<file path="src/sv/csrfd_pkg.sv">
`default_nettype none
// ----------------------------------------------------------------------------
// Red floor detector package
// Shared widths, register indexes, filter codes and state types for the
// color sensor red floor detector.
// ----------------------------------------------------------------------------
package csrfd_pkg;

  localparam int CAPTURE_W = 32;
  localparam int REF_W     = 28;
  localparam int FREQ_W    = 16;
  localparam int CFG_IDX_W = 1;
  localparam int CNT_W     = $clog2(REF_W + 1);

  localparam logic [CFG_IDX_W-1:0] REG_REF_CLOCK = 1'b0;
  localparam logic [CFG_IDX_W-1:0] REG_SCALE     = 1'b1;

  localparam logic [REF_W-1:0] REF_CLOCK_RST = REF_W'(1000000);
  localparam logic [1:0]       SCALE_RST     = 2'd1;

  localparam logic [1:0] PINS_RED   = 2'b00;
  localparam logic [1:0] PINS_GREEN = 2'b11;
  localparam logic [1:0] PINS_BLUE  = 2'b01;

  typedef enum logic [1:0] {
    FILT_RED   = 2'd0,
    FILT_GREEN = 2'd1,
    FILT_BLUE  = 2'd2
  } filter_t;

  typedef enum logic [1:0] {
    DIV_IDLE = 2'd0,
    DIV_RUN  = 2'd1,
    DIV_DONE = 2'd2
  } div_state_t;

  typedef struct packed {
    logic busy;
    logic done;
    logic zero;
  } div_stat_t;

  function automatic logic [1:0] pins_for(input filter_t filt);
    logic [1:0] pins;
    case (filt)
      FILT_GREEN: pins = PINS_GREEN;
      FILT_BLUE:  pins = PINS_BLUE;
      default:    pins = PINS_RED;
    endcase
    return pins;
  endfunction

endpackage
`default_nettype wire

</file>
<file path="src/sv/color_sensor_red_floor_detect_core.sv">
`default_nettype none
// ----------------------------------------------------------------------------
// Color sensor red floor detector
// Turns one period capture pair into a frequency, stores it as the level of
// the selected filter, steps the filter and flags a red floor.
// ----------------------------------------------------------------------------
// A result beat follows its input beat through a load into the divider, one
// serial divider step per dividend bit and a load into the output registers;
// a zero period skips the serial steps. The input stalls while the divider
// is busy, also while a finished result waits there on the output stall.
// Reset clears the filter to red, all levels to zero, the clock rate to
// 1000000 and the scale code to 1.
module color_sensor_red_floor_detect_core
  import csrfd_pkg::*;
(
  input  wire logic                 clk,
  input  wire logic                 rst_n,
  input  wire logic                 cfg_wr_en,
  input  wire logic [CFG_IDX_W-1:0] cfg_index,
  input  wire logic [REF_W-1:0]     cfg_wdata,
  input  wire logic                 in_valid,
  output logic                      in_stall,
  input  wire logic [CAPTURE_W-1:0] in_capture_first,
  input  wire logic [CAPTURE_W-1:0] in_capture_second,
  output logic                      out_valid,
  input  wire logic                 out_stall,
  output logic      [1:0]           out_measured_color,
  output logic      [FREQ_W-1:0]    out_frequency_value,
  output logic      [FREQ_W-1:0]    out_red_level,
  output logic      [FREQ_W-1:0]    out_green_level,
  output logic      [FREQ_W-1:0]    out_blue_level,
  output logic                      out_floor_red,
  output logic      [1:0]           out_filter_pins,
  output logic      [1:0]           out_scale_pins,
  output logic                      out_zero_period
);

  logic [REF_W-1:0]     ref_clock_r;
  logic [1:0]           scale_r;
  filter_t              filt_r, filt_nxt;
  logic [FREQ_W-1:0]    red_r, green_r, blue_r;
  logic                 out_valid_r;
  logic [1:0]           color_r;
  logic [FREQ_W-1:0]    freq_r;
  logic                 zero_r;

  logic                 in_take;
  logic                 load;
  logic [CAPTURE_W-1:0] period;
  div_stat_t            dstat;
  logic [FREQ_W-1:0]    dquot;

  logic [FREQ_W+1:0]    red2;
  logic [FREQ_W+1:0]    green3;
  logic [FREQ_W+1:0]    blue3;

  assign period  = in_capture_second - in_capture_first;
  assign in_stall = dstat.busy;
  assign in_take  = in_valid && !dstat.busy;
  assign load     = dstat.done && (!out_valid_r || !out_stall);

  csrfd_div u_div (
    .clk      (clk),
    .rst_n    (rst_n),
    .start    (in_take),
    .dividend (ref_clock_r),
    .divisor  (period),
    .ack      (load),
    .stat     (dstat),
    .quotient (dquot)
  );

  always_ff @(posedge clk) begin
    if (!rst_n) begin
      ref_clock_r <= REF_CLOCK_RST;
      scale_r     <= SCALE_RST;
    end else if (cfg_wr_en) begin
      case (cfg_index)
        REG_REF_CLOCK: ref_clock_r <= cfg_wdata;
        REG_SCALE:     scale_r     <= cfg_wdata[1:0];
        default: ;
      endcase
    end
  end

  always_comb begin
    case (filt_r)
      FILT_GREEN: filt_nxt = FILT_BLUE;
      FILT_BLUE:  filt_nxt = FILT_RED;
      default:    filt_nxt = FILT_GREEN;
    endcase
  end

  always_ff @(posedge clk) begin
    if (!rst_n) begin
      filt_r      <= FILT_RED;
      red_r       <= '0;
      green_r     <= '0;
      blue_r      <= '0;
      out_valid_r <= 1'b0;
    end else begin
      if (load) begin
        filt_r      <= filt_nxt;
        out_valid_r <= 1'b1;
        case (filt_r)
          FILT_GREEN: green_r <= dquot;
          FILT_BLUE:  blue_r  <= dquot;
          default:    red_r   <= dquot;
        endcase
      end else if (!out_stall) begin
        out_valid_r <= 1'b0;
      end
    end
  end

  always_ff @(posedge clk) begin
    if (load) begin
      freq_r <= dquot;
      zero_r <= dstat.zero;
      case (filt_r)
        FILT_GREEN: color_r <= FILT_GREEN;
        FILT_BLUE:  color_r <= FILT_BLUE;
        default:    color_r <= FILT_RED;
      endcase
    end
  end

  assign red2   = {1'b0, red_r, 1'b0};
  assign green3 = {2'b00, green_r} + {1'b0, green_r, 1'b0};
  assign blue3  = {2'b00, blue_r} + {1'b0, blue_r, 1'b0};

  assign out_valid           = out_valid_r;
  assign out_measured_color  = color_r;
  assign out_frequency_value = freq_r;
  assign out_red_level       = red_r;
  assign out_green_level     = green_r;
  assign out_blue_level      = blue_r;
  assign out_floor_red       = (red2 >= green3) && (red2 >= blue3);
  assign out_filter_pins     = pins_for(filt_r);
  assign out_scale_pins      = scale_r;
  assign out_zero_period     = zero_r;

  a_busy_after_take: assert property (@(posedge clk) disable iff (!rst_n)
    in_valid && !in_stall |=> in_stall)
    else $error("input taken but divider not busy");

  a_zero_saturates: assert property (@(posedge clk) disable iff (!rst_n)
    out_valid && out_zero_period |-> out_frequency_value == '1)
    else $error("zero period without saturated frequency");

  a_red_level: assert property (@(posedge clk) disable iff (!rst_n)
    out_valid && out_measured_color == FILT_RED |->
      out_frequency_value == out_red_level && out_filter_pins == PINS_GREEN)
    else $error("red beat does not match stored red level or next filter");

  a_blue_wraps: assert property (@(posedge clk) disable iff (!rst_n)
    out_valid && out_measured_color == FILT_BLUE |->
      out_frequency_value == out_blue_level && out_filter_pins == PINS_RED)
    else $error("blue beat does not match stored blue level or next filter");

endmodule
`default_nettype wire

</file>
<file path="src/sv/csrfd_div.sv">
`default_nettype none
// ----------------------------------------------------------------------------
// Serial frequency divider
// Restoring divider that brings in one dividend bit per cycle and keeps a
// saturating quotient of the frequency width.
// ----------------------------------------------------------------------------
module csrfd_div
  import csrfd_pkg::*;
(
  input  wire logic                 clk,
  input  wire logic                 rst_n,
  input  wire logic                 start,
  input  wire logic [REF_W-1:0]     dividend,
  input  wire logic [CAPTURE_W-1:0] divisor,
  input  wire logic                 ack,
  output div_stat_t                 stat,
  output logic      [FREQ_W-1:0]    quotient
);

  div_state_t state_r, state_nxt;

  logic [CAPTURE_W-1:0] rem_r;
  logic [CAPTURE_W-1:0] dvs_r;
  logic [REF_W-1:0]     dvd_r;
  logic [FREQ_W-1:0]    q_r;
  logic                 ovf_r;
  logic                 zero_r;
  logic [CNT_W-1:0]     cnt_r;

  logic [CAPTURE_W:0]   trial;
  logic [CAPTURE_W:0]   diff;
  logic                 fits;

  assign trial = {rem_r, dvd_r[REF_W-1]};
  assign diff  = trial - {1'b0, dvs_r};
  assign fits  = ~diff[CAPTURE_W];

  always_comb begin
    state_nxt = state_r;
    case (state_r)
      DIV_IDLE: begin
        if (start) begin
          state_nxt = (divisor == '0) ? DIV_DONE : DIV_RUN;
        end
      end
      DIV_RUN: begin
        if (cnt_r == CNT_W'(1)) begin
          state_nxt = DIV_DONE;
        end
      end
      DIV_DONE: begin
        if (ack) begin
          state_nxt = DIV_IDLE;
        end
      end
      default: state_nxt = DIV_IDLE;
    endcase
  end

  always_comb begin
    stat.busy = (state_r != DIV_IDLE);
    stat.done = (state_r == DIV_DONE);
    stat.zero = zero_r;
    quotient  = (zero_r || ovf_r) ? '1 : q_r;
  end

  always_ff @(posedge clk) begin
    if (!rst_n) begin
      state_r <= DIV_IDLE;
    end else begin
      state_r <= state_nxt;
    end
  end

  always_ff @(posedge clk) begin
    if (state_r == DIV_IDLE && start) begin
      rem_r  <= '0;
      dvs_r  <= divisor;
      dvd_r  <= dividend;
      q_r    <= '0;
      ovf_r  <= 1'b0;
      zero_r <= (divisor == '0);
      cnt_r  <= CNT_W'(REF_W);
    end else if (state_r == DIV_RUN) begin
      rem_r <= fits ? diff[CAPTURE_W-1:0] : trial[CAPTURE_W-1:0];
      dvd_r <= {dvd_r[REF_W-2:0], 1'b0};
      q_r   <= {q_r[FREQ_W-2:0], fits};
      ovf_r <= ovf_r | q_r[FREQ_W-1];
      cnt_r <= cnt_r - CNT_W'(1);
    end
  end

endmodule
`default_nettype wire

</file>
<file path="config.mk">
export PLATFORM = sky130hd
export DESIGN_NAME = color_sensor_red_floor_detect_core
export DESIGN_NICKNAME = d
export VERILOG_FILES = /design/src/sv/csrfd_pkg.sv /design/src/sv/color_sensor_red_floor_detect_core.sv /design/src/sv/csrfd_div.sv
export SDC_FILE = /design/constraint.sdc
export NUM_CORES = 1
export LEC_CHECK = 0
export CAP_MARGIN = 20
export CORE_AREA = 8 8 156 158
export DETAILED_ROUTE_END_ITERATION = 12
export DIE_AREA = 0 0 164 166
export DONT_BUFFER_PORTS = 1
export HOLD_SLACK_MARGIN = 0.05
export PLACE_DENSITY = 0.91
export RECOVER_POWER = 50
export SYNTH_ARGS = -nofsm -noshare
export SYNTH_HDL_FRONTEND = slang
export SYNTH_SLANG_ARGS = --single-unit
</file>
<file path="constraint.sdc">
create_clock -name clk -period 7.4 [get_ports clk]
set_clock_uncertainty 0.1 [all_clocks]
set_input_delay 1.48 -clock clk [delete_from_list [all_inputs] [get_ports clk]]
set_output_delay 1.48 -clock clk [all_outputs]
set_load 0.01 [all_outputs]
</file>
==> results of run 1 <==
cell families after synthesis:
| kind of cell | count (synthesis) |
|---|---|
| flops | 217 |
| fa+ha+maj | 133 |
| xor+xnor | 77 |
| compound gates | 423 |
| simple gates | 552 |
| buf+inv | 188 |
| mux | 26 |
worst register-to-register path, cell delays in order, from the launching register on:
cell and delay (ns):
dfxtp_1 0.45, nor2_1 0.15, nand2_1 0.09, clkbuf_1 1.78
inv_2 0.10, nor2_2 0.17, clkbuf_1 1.08, inv_1 0.59
buf_16 0.34
routing by layer:
| layer | routed length [um] | vias up | part of all wire [%] | GRT usage (%) |
|---|---|---|---|---|
| met5 | 0 | - | 0 | 0 |
| met4 | 1400 | 0 | 4.0 | 9.96 |
| met3 | 2620 | 119 | 7.4 | 4.46 |
| met2 | 16500 | 547 | 47 | 40.6 |
| met1 | 14700 | 5612 | 42 | 31.9 |
| li1 | - | 5719 | - | - |
cells in the mapped netlist, drive strengths merged, types with 24 or more instances:
library cell,instances,share of area [%]
mux2i,26,1.9
nor2,70,1.9
o211a,49,3.5
inv,125,3.4
nor3,24,0.86
clkbuf,56,1.5
edfxtp,80,17
ha,129,12
a21oi,76,2.7
nand3,52,1.9
xor2,31,1.9
o21ai,82,2.9
xnor2,46,2.9
nand2,296,8.0
dfxtp,137,20
a21boi,25,1.3
a21o,42,2.3
o21a,25,1.3
registers in the layout, indices dropped and copies added (netlist names):
register and cells:
u_div.zero_r 1, out_red_level 16, u_div.dvs_r 32, out_zero_period 1, out_measured_color 2, u_div.rem_r 32
out_valid 1, out_blue_level 16, filt_r 2, u_div.state_r 2, u_div.dvd_r 28, ref_clock_r 28
out_green_level 16, u_div.cnt_r 5, out_frequency_value 16, u_div.q_r 16, out_scale_pins 2, u_div.ovf_r 1
cell usage in the layout (no fill, tap or decap), types with 20 or more instances in the layout:
cell type,Yosys,layout
nand2_1,296,296
dfxtp_1,137,137
ha_1,129,129
inv_1,125,124
edfxtp_1,80,80
a21oi_1,76,76
nor2_1,70,67
o21ai_0,61,62
nand3_1,52,52
o211a_1,49,49
xnor2_1,46,45
a21o_1,41,41
xor2_1,31,31
mux2i_1,26,26
o21a_1,25,25
clkbuf_16,0,25
nor3_1,24,24
a21boi_0,24,24
o21ai_1,21,20
nand2b_1,20,20
a211oi_1,20,20
stage by stage:
stage	hold WS (ns)	instances
detailed placement	0.340	1848
global placement	0.326	1846
floorplan	0.317	1616
finish	0.354	1893
global route	0.383	1893
CTS	0.356	1892
layout make-up:
class                   instances  share of cell area, %
clock buffers                  29                   4.41
clock inverters                15                  0.927
inverters                     125                   3.13
multi-input cells            1211                   54.2
flip-flops and latches        217                   34.3
well taps                     285                   2.38
repair buffers                 11                  0.560
path summary, 6_finish.rpt:
check,endpoint,slack [ns],cells after the start
worst max-delay path,out_floor_red,0.85,18
worst min-delay path,u_div.q_r[14],0.35,2
worst max register to register,u_div.dvd_r[12],2.29,8
worst min register to register,u_div.q_r[14],0.35,2
power groups by stage:
stage	sequential, mW	combinational [mW]	clock [mW]
global placement	1.55	1.37	0
finish	1.54	1.47	1.20
floorplan	1.52	1.15	0
CTS	1.54	1.44	1.21
detailed placement	1.56	1.42	0
global route	1.56	1.62	1.26
==> run_results.csv, run 1 <==
group,metric,value,unit
status,status,"complete, but fails checks",
status,violations,"capacitance limit, slew limit",
placement,placed_area,0.0142,mm^2
pwr,swShare,34.9,%
grt,grt_pass1_wl,57.2,mm
clocking,clk_path_buf_depth,3,
drt,detail-route-antenna-nets,0,
drt,dr.first_iter.drc_count,988,
critical_path,cp_cell_sequence,"ha_1 > fa_1 > a21o_1 > a21oi_1 > o21bai_1 > a21oi_1 > o21bai_1 > a41o_1 > o41ai_1 > o21bai_1 > a21oi_1 > xnor2_1 > ha_1 > o21a_1 > o221ai_1 > a221oi_1 > nand3_1 > nor3_1",
yosys,syn_avg_cell_area,8.64,um^2
final_layout,drive_gt1_share,3.79,%
floorplanning,initial_utilization,63.2,%
yosys,synth_top_family_by_area,"compound AO/OA/AOI/OAI gates",
yosys,synth_cell_types,73,
critical_path,critPathTopFamily,"compound AO/OA/AOI/OAI gates",
timing,fin_crit_sh,88.5,%
clocking,clock-sinks,217,
floorplanning,ioPinCount,172,
drt,first_pass_iters,6,
drt,post_drt_wl_per_cell,18.6,um
timing,worst_pin_slew,2.51,ns
timing,fin_ws,0.854,ns
floorplanning,die_h,166,um
timing,max_freq,153,MHz
yosys,synth_seq_cells,217,
timing,min_period,6.55,ns
timing,grt_setup_unrepaired,"false",
hold_path,hp-class,"reg2reg",
clocking,clock_latency,0.51,ns
final_layout,fin_area,0.0150,mm^2
final_layout,areaGrowthSynthToFinish,7.25,%
critical_path,r2r-start,"u_div.state_r[1]",
clocking,cts_max_level,1,
floorplanning,num_rows,55,
yosys,syn_nets,1847,
drt,drc,0,
critical_path,cp.arrival,4.97,ns
floorplanning,dieArea,0.0272,mm^2
clocking,cts_tree,"yes",
yosys,synth.area.mux_share,1.86,%
critical_path,worstSetupPathType,"reg2out",
hold_path,worstHoldStart,"u_div.q_r[13]",
final_layout,finish.utilization,67.8,%
pwr,clkPwrFrac,28.5,%
critical_path,cpPeakStageDelay,0.59,ns
yosys,syn_inst,1616,
drt,via_per_inst,6.34,
pwr,peakVddDrop,0.191,mV
flow_run,drv_cap,2,
final_layout,antennaDiodeCount,0,
final_layout,multi_input_area,0.00813,mm^2
pwr,power_per_cell_area,281,mW/mm^2
placement,hpwlAfterDp,25.7,mm
yosys,synthArstFlopShare,0,%
timing,maxSlewHeadroom,-67.2,%
drt,vias,11997,
clocking,clk_pin_slew,0.06,ns
pwr,leakage,7.09,nW
yosys,synthXorXnorAreaFrac,4.83,%
final_layout,regArea,0.00514,mm^2
pwr,finalPower,4.21,mW
critical_path,cp_max_fo,7,
critical_path,crit_start,"out_green_level[1]",
clocking,numCtsBuffers,24,
timing,slew_viol_final,86,
grt,grt_pass1_vias,11630,
final_layout,final_nets,1821,
critical_path,worst-path-buf-inv,0,
clocking,postCtsSetupBuffers,0,
placement,gp_congestion,0.966,
critical_path,required,5.82,ns
yosys,ys_seq_area_share,36.8,%
timing,fin_setup_tns,0,ns
grt,grtUsageTotal,24.8,%
floorplanning,core,0.0221,mm^2
pwr,pwr-share-comb,34.9,%
critical_path,cp_slowest_cell,"o41ai_1",
clocking,cts_resized,0,
yosys,synthAdderAreaFrac,12.1,%
clocking,ctsHoldBuffers,0,
yosys,synth_flop_cell,"dfxtp_1",
grt,antenna_found_initial,0,
floorplanning,die_w,164,um
yosys,syn_area,0.0140,mm^2
timing,hold_violations,0,
yosys,yosys.area_share.simple,17.8,%
grt,grt_overflow,0,
placement,pre_cts_ws,1.34,ns
placement,port_buffers,0,
pwr,p_switching,1.47,mW
pwr,internal_power,2.74,mW
timing,setup_viol,0,
critical_path,worst_setup_path_end_kind,"primary output",
critical_path,cp-start-kind,"flop",
clocking,clockRootBuffer,"clkbuf_16",
drt,wirelength,35.2,mm
grt,grt_start_max_net_pins,85,
pwr,pwr-share-seq,36.7,%
yosys,synth_compound_area_share,21.5,%
final_layout,fillers,1641,
yosys,ys_warn_count,0,
yosys,synth_edf_count,80,
Note: power is estimated with default switching activity, not from simulation.
==> inputs of run 2 (changes only) <==
--- a/config.mk
+++ b/config.mk
@@ -10,6 +10,7 @@
 export DETAILED_ROUTE_END_ITERATION = 12
 export DIE_AREA = 0 0 164 166
 export DONT_BUFFER_PORTS = 1
+export GPL_TIMING_DRIVEN = 0
 export HOLD_SLACK_MARGIN = 0.05
 export PLACE_DENSITY = 0.91
 export RECOVER_POWER = 50
==> run 2 against run 1 <==
Compared with the run above: the flow still finishes with violations (capacitance limit, slew limit); die area unchanged; first-iteration DRC count up 17%; combinational power about the same; clock power about the same; global-route usage up 1.0 points; non-clock buffer count up 55; via count up 1.5%; register-to-register slack better by 1.1 ns; core utilization up 0.73 points; routed wire length up 2.4%; final area up 1.1%; sequential share of layout area down 0.37 points.
==> run_results.csv, run 2 (synthesized netlist as in run 1, its figures left out) <==
group,metric,value,unit
status,status,"complete, but fails checks",
status,violations,"capacitance limit, slew limit",
critical_path,cp-start-kind,"flop",
clocking,numCtsBuffers,24,
final_layout,fin_area,0.0151,mm^2
drt,dr.first_iter.drc_count,1158,
critical_path,cp_max_fo,7,
clocking,clock_latency,0.52,ns
critical_path,cp_slowest_cell,"o41ai_1",
hold_path,worstHoldPathCells,0,
pwr,power_per_cell_area,279,mW/mm^2
floorplanning,ioPinCount,172,
timing,fin_crit_sh,89.8,%
drt,vias,12172,
drt,first_pass_iters,6,
placement,pre_cts_ws,1.39,ns
critical_path,cp_cell_sequence,"ha_1 > fa_1 > a21o_1 > a21oi_1 > o21bai_1 > a21oi_1 > o21bai_1 > a41o_1 > o41ai_1 > o21bai_1 > a21oi_1 > xnor2_1 > ha_1 > o21a_1 > o221ai_1 > a221oi_1 > nand3_1 > nor3_1",
critical_path,cp.arrival,5.07,ns
clocking,cts_tree,"yes",
timing,grt_setup_unrepaired,"false",
drt,post_drt_wl_per_cell,18.5,um
critical_path,crit_start,"out_green_level[1]",
pwr,peakVddDrop,0.175,mV
drt,detail-route-antenna-nets,0,
placement,port_buffers,0,
timing,setup_viol,0,
flow_run,drv_cap,1,
timing,min_period,6.65,ns
clocking,postCtsSetupBuffers,0,
grt,grt_start_max_net_pins,35,
timing,max_freq,150,MHz
clocking,clk_path_buf_depth,3,
clocking,clock-sinks,217,
grt,grt_overflow,0,
critical_path,worstSetupPathType,"reg2out",
critical_path,required,5.82,ns
clocking,cts_resized,0,
timing,hold_violations,0,
floorplanning,dieArea,0.0272,mm^2
placement,placed_area,0.0144,mm^2
critical_path,r2r_slack,3.35,ns
final_layout,antennaDiodeCount,0,
timing,whs,0.351,ns
clocking,clockRootBuffer,"clkbuf_16",
drt,drc,0,
placement,gp_congestion,0.912,
pwr,leakage,7.15,nW
timing,fin_ws,0.753,ns
floorplanning,num_rows,55,
grt,grt_pass1_wl,59.3,mm
grt,grtUsageTotal,25.9,%
hold_path,worstHoldStart,"u_div.zero_r",
critical_path,r2r-start,"u_div.dvs_r[20]",
grt,antenna_found_initial,0,
grt,grt_pass1_vias,12137,
timing,fin_setup_tns,0,ns
floorplanning,die_w,164,um
clocking,cts_max_level,1,
final_layout,mostFrequentLayoutCell,"nand2_1",
drt,via_per_inst,6.25,
final_layout,areaGrowthSynthToFinish,8.40,%
final_layout,finish.utilization,68.5,%
final_layout,drive_gt1_share,3.25,%
placement,hpwlAfterDp,27.3,mm
final_layout,largestRegisters,"u_div.dvs_r (32), u_div.rem_r (32)",
critical_path,rr_worst_depth,14,
hold_path,hold_end,"out_zero_period",
final_layout,final_cell_mix,"296 x nand2_1, 137 x dfxtp_1, 129 x ha_1",
critical_path,r2r_end,"u_div.rem_r[9]",
pwr,finalPower,4.22,mW
timing,worst_pin_slew,1.92,ns
hold_path,hp-class,"reg2reg",
critical_path,worst_setup_path_end_kind,"primary output",
floorplanning,initial_utilization,63.2,%
final_layout,final_nets,1876,
floorplanning,die_h,166,um
floorplanning,core,0.0221,mm^2
drt,wirelength,36.1,mm
critical_path,cpPeakStageDelay,0.52,ns
clocking,ctsHoldBuffers,0,
clocking,clk_pin_slew,0.06,ns
placement,place_inst,1903,
timing,slew_viol_final,35,
timing,maxSlewHeadroom,-27.8,%
final_layout,finalNonFillerCells,1948,
-- run 2: cell count changes in the layout (fill, tap and decap cells not counted), sizes merged --
cell / before / now
bufinv: 2 / 1
clkbuf: 34 / 91
buf: 6 / 7
inv: 127 / 125
clkinv: 9 / 11
clkinvlp: 2 / 0
-- run 2: final cells by class --
| cell class | count | area [um^2] |
|---|---|---|
| Sequential cell | 217 | 5140 |
| Clock inverter | 12 | 96.3 |
| Tap cell | 285 | 357 |
| Timing Repair Buffer | 3 | 38.8 |
| Buffer | 63 | 243 |
| Fill cell | 1645 | 6950 |
| Multi-Input combinational cell | 1211 | 8110 |
| Inverter | 125 | 469 |
| Clock buffer | 32 | 682 |
-- run 2: worst max path at each step --
stage,end,slack [ns]
global placement,out_floor_red,1.57
finish,out_floor_red,0.75
global route,out_floor_red,0.28
floorplan,out_floor_red,2.03
detailed placement,out_floor_red,1.39
CTS,out_floor_red,0.81
-- run 2: layer usage --
layer	global-route usage, %	wire length, um	vias to the layer above
met5	0	0	-
met2	41.4	16500	554
met3	4.88	2890	119
met1	33.2	15200	5667
met4	11.7	1480	0
li1	-	-	5832
-- run 2: power by group --
group	internal, mW	leakage (nW)	switching (mW)
combinational	0.610	4.88	0.893
sequential	1.42	1.88	0.120
clock	0.684	0.388	0.489
-- run 2: critical path: cells and delay by family (launching register included) --
family,cells,cell delay [ns]
AOI/OAI and AO/OA,12,2.50
adders and majority gates,3,0.99
DFF,1,0.43
xor gates and xnor gates,1,0.10
and+or+nand+nor,2,0.52
==> inputs of run 3 (changes only) <==
--- a/config.mk
+++ b/config.mk
@@ -12,7 +12,7 @@
 export DONT_BUFFER_PORTS = 1
 export GPL_TIMING_DRIVEN = 0
 export HOLD_SLACK_MARGIN = 0.05
-export PLACE_DENSITY = 0.91
+export PLACE_DENSITY = 0.83
 export RECOVER_POWER = 50
 export SYNTH_ARGS = -nofsm -noshare
 export SYNTH_HDL_FRONTEND = slang
==> run 3 against run 2 <==
Compared with the run above: the run still ends with capacitance limit, slew limit left; final area about the same; sequential share of layout area about the same; core utilization is essentially flat; critical path depth unchanged; largest power group unchanged; first-iteration DRC count is 16% lower; maximum frequency up 2.3%.
==> run_results.csv, run 3 (synthesized netlist as in run 1, its figures left out) <==
group,metric,value,unit
status,status,"complete, but fails checks",
status,violations,"capacitance limit, slew limit",
critical_path,cp-start-kind,"flop",
grt,grt_pass1_wl,57.6,mm
grt,grt_pass1_vias,11520,
timing,grt_setup_unrepaired,"false",
clocking,clk_path_buf_depth,3,
clocking,cts_resized,0,
floorplanning,ioPinCount,172,
critical_path,rr_worst_depth,15,
timing,worst_pin_slew,1.81,ns
final_layout,final_nets,1876,
clocking,clock_latency,0.52,ns
timing,maxSlewHeadroom,-20.7,%
final_layout,fin_area,0.0151,mm^2
pwr,leakage,7.14,nW
timing,whs,0.357,ns
critical_path,cp_max_fo,7,
final_layout,drive_gt1_share,3.25,%
placement,pre_cts_ws,1.42,ns
critical_path,r2r-start,"u_div.dvs_r[19]",
grt,grt_start_max_net_pins,35,
drt,first_pass_iters,5,
timing,min_period,6.50,ns
placement,hpwlAfterDp,27.2,mm
grt,antenna_found_initial,0,
clocking,numCtsBuffers,24,
floorplanning,die_w,164,um
timing,fin_ws,0.904,ns
drt,dr.first_iter.drc_count,973,
drt,detail-route-antenna-nets,0,
drt,vias,12014,
final_layout,mostFrequentLayoutCell,"nand2_1",
placement,gp_congestion,0.915,
hold_path,hp-class,"reg2reg",
timing,fin_setup_tns,0,ns
clocking,clockRootBuffer,"clkbuf_16",
flow_run,drv_cap,1,
timing,max_freq,154,MHz
final_layout,finalNonFillerCells,1948,
clocking,cts_tree,"yes",
pwr,peakVddDrop,0.210,mV
hold_path,worstHoldPathCells,0,
critical_path,required,5.82,ns
final_layout,areaGrowthSynthToFinish,8.35,%
grt,grtUsageTotal,25.3,%
final_layout,finish.utilization,68.5,%
final_layout,final_cell_mix,"296 x nand2_1, 137 x dfxtp_1, 129 x ha_1",
pwr,finalPower,4.18,mW
floorplanning,initial_utilization,63.2,%
timing,fin_crit_sh,87.8,%
critical_path,worst_setup_path_end_kind,"primary output",
drt,post_drt_wl_per_cell,18.1,um
final_layout,largestRegisters,"u_div.dvs_r (32), u_div.rem_r (32)",
floorplanning,die_h,166,um
clocking,cts_max_level,1,
drt,drc,0,
timing,setup_viol,0,
timing,hold_violations,0,
clocking,postCtsSetupBuffers,0,
floorplanning,num_rows,55,
grt,grt_overflow,0,
clocking,clk_pin_slew,0.06,ns
placement,place_inst,1903,
clocking,clock-sinks,217,
hold_path,worstHoldStart,"u_div.zero_r",
pwr,power_per_cell_area,276,mW/mm^2
critical_path,crit_start,"out_green_level[1]",
critical_path,worstSetupPathType,"reg2out",
placement,placed_area,0.0144,mm^2
final_layout,antennaDiodeCount,0,
drt,via_per_inst,6.17,
clocking,ctsHoldBuffers,0,
timing,slew_viol_final,35,
floorplanning,dieArea,0.0272,mm^2
placement,port_buffers,0,
critical_path,cp.arrival,4.92,ns
floorplanning,core,0.0221,mm^2
drt,wirelength,35.3,mm
run 3: metal layers:
| layer | track usage, % | up-vias | share of wire [%] |
|---|---|---|---|
| met5 | 0 | - | 0 |
| met3 | 4.02 | 70 | 7.2 |
| met4 | 7.43 | 0 | 2.5 |
| met2 | 41.1 | 459 | 46 |
| met1 | 34.0 | 5624 | 45 |
| li1 | - | 5861 | - |
run 3: final timing paths:
| check | to | slack, ns |
|---|---|---|
| setup / recovery | out_floor_red | 0.90 |
| hold / removal | out_zero_period | 0.36 |
| setup reg to reg | u_div.rem_r[9] | 3.29 |
| hold reg to reg | out_zero_period | 0.36 |
run 3: report_power, final:
part	internal [mW]	total (mW)	switching, mW
Clock	0.676	1.16	0.485
Combinational	0.608	1.48	0.873
Sequential	1.42	1.54	0.115
Total	2.71	4.18	1.47
run 3: layout make-up:
class                   instances  area [um^2]
multi-input cells            1211         8110
clock inverters                10         92.6
fillers                      1754         6960
flip-flops and latches        217         5140
well taps                     285          357
clock buffers                  34          678
plain buffers                  63          243
inverters                     125          469
repair buffers                  3         38.8
run 3: critical path, stage by stage (launching register included):
cell      delay [ns]
dfxtp_1         0.43
ha_1            0.27
fa_1            0.40
a21o_1          0.17
a21oi_1         0.23
o21bai_1        0.09
a21oi_1         0.23
o21bai_1        0.12
a41o_1          0.27
o41ai_1         0.56
o21bai_1        0.14
a21oi_1         0.22
xnor2_1         0.15
ha_1            0.20
o21a_1          0.13
o221ai_1        0.10
a221oi_1        0.24
nand3_1         0.11
nor3_1          0.33
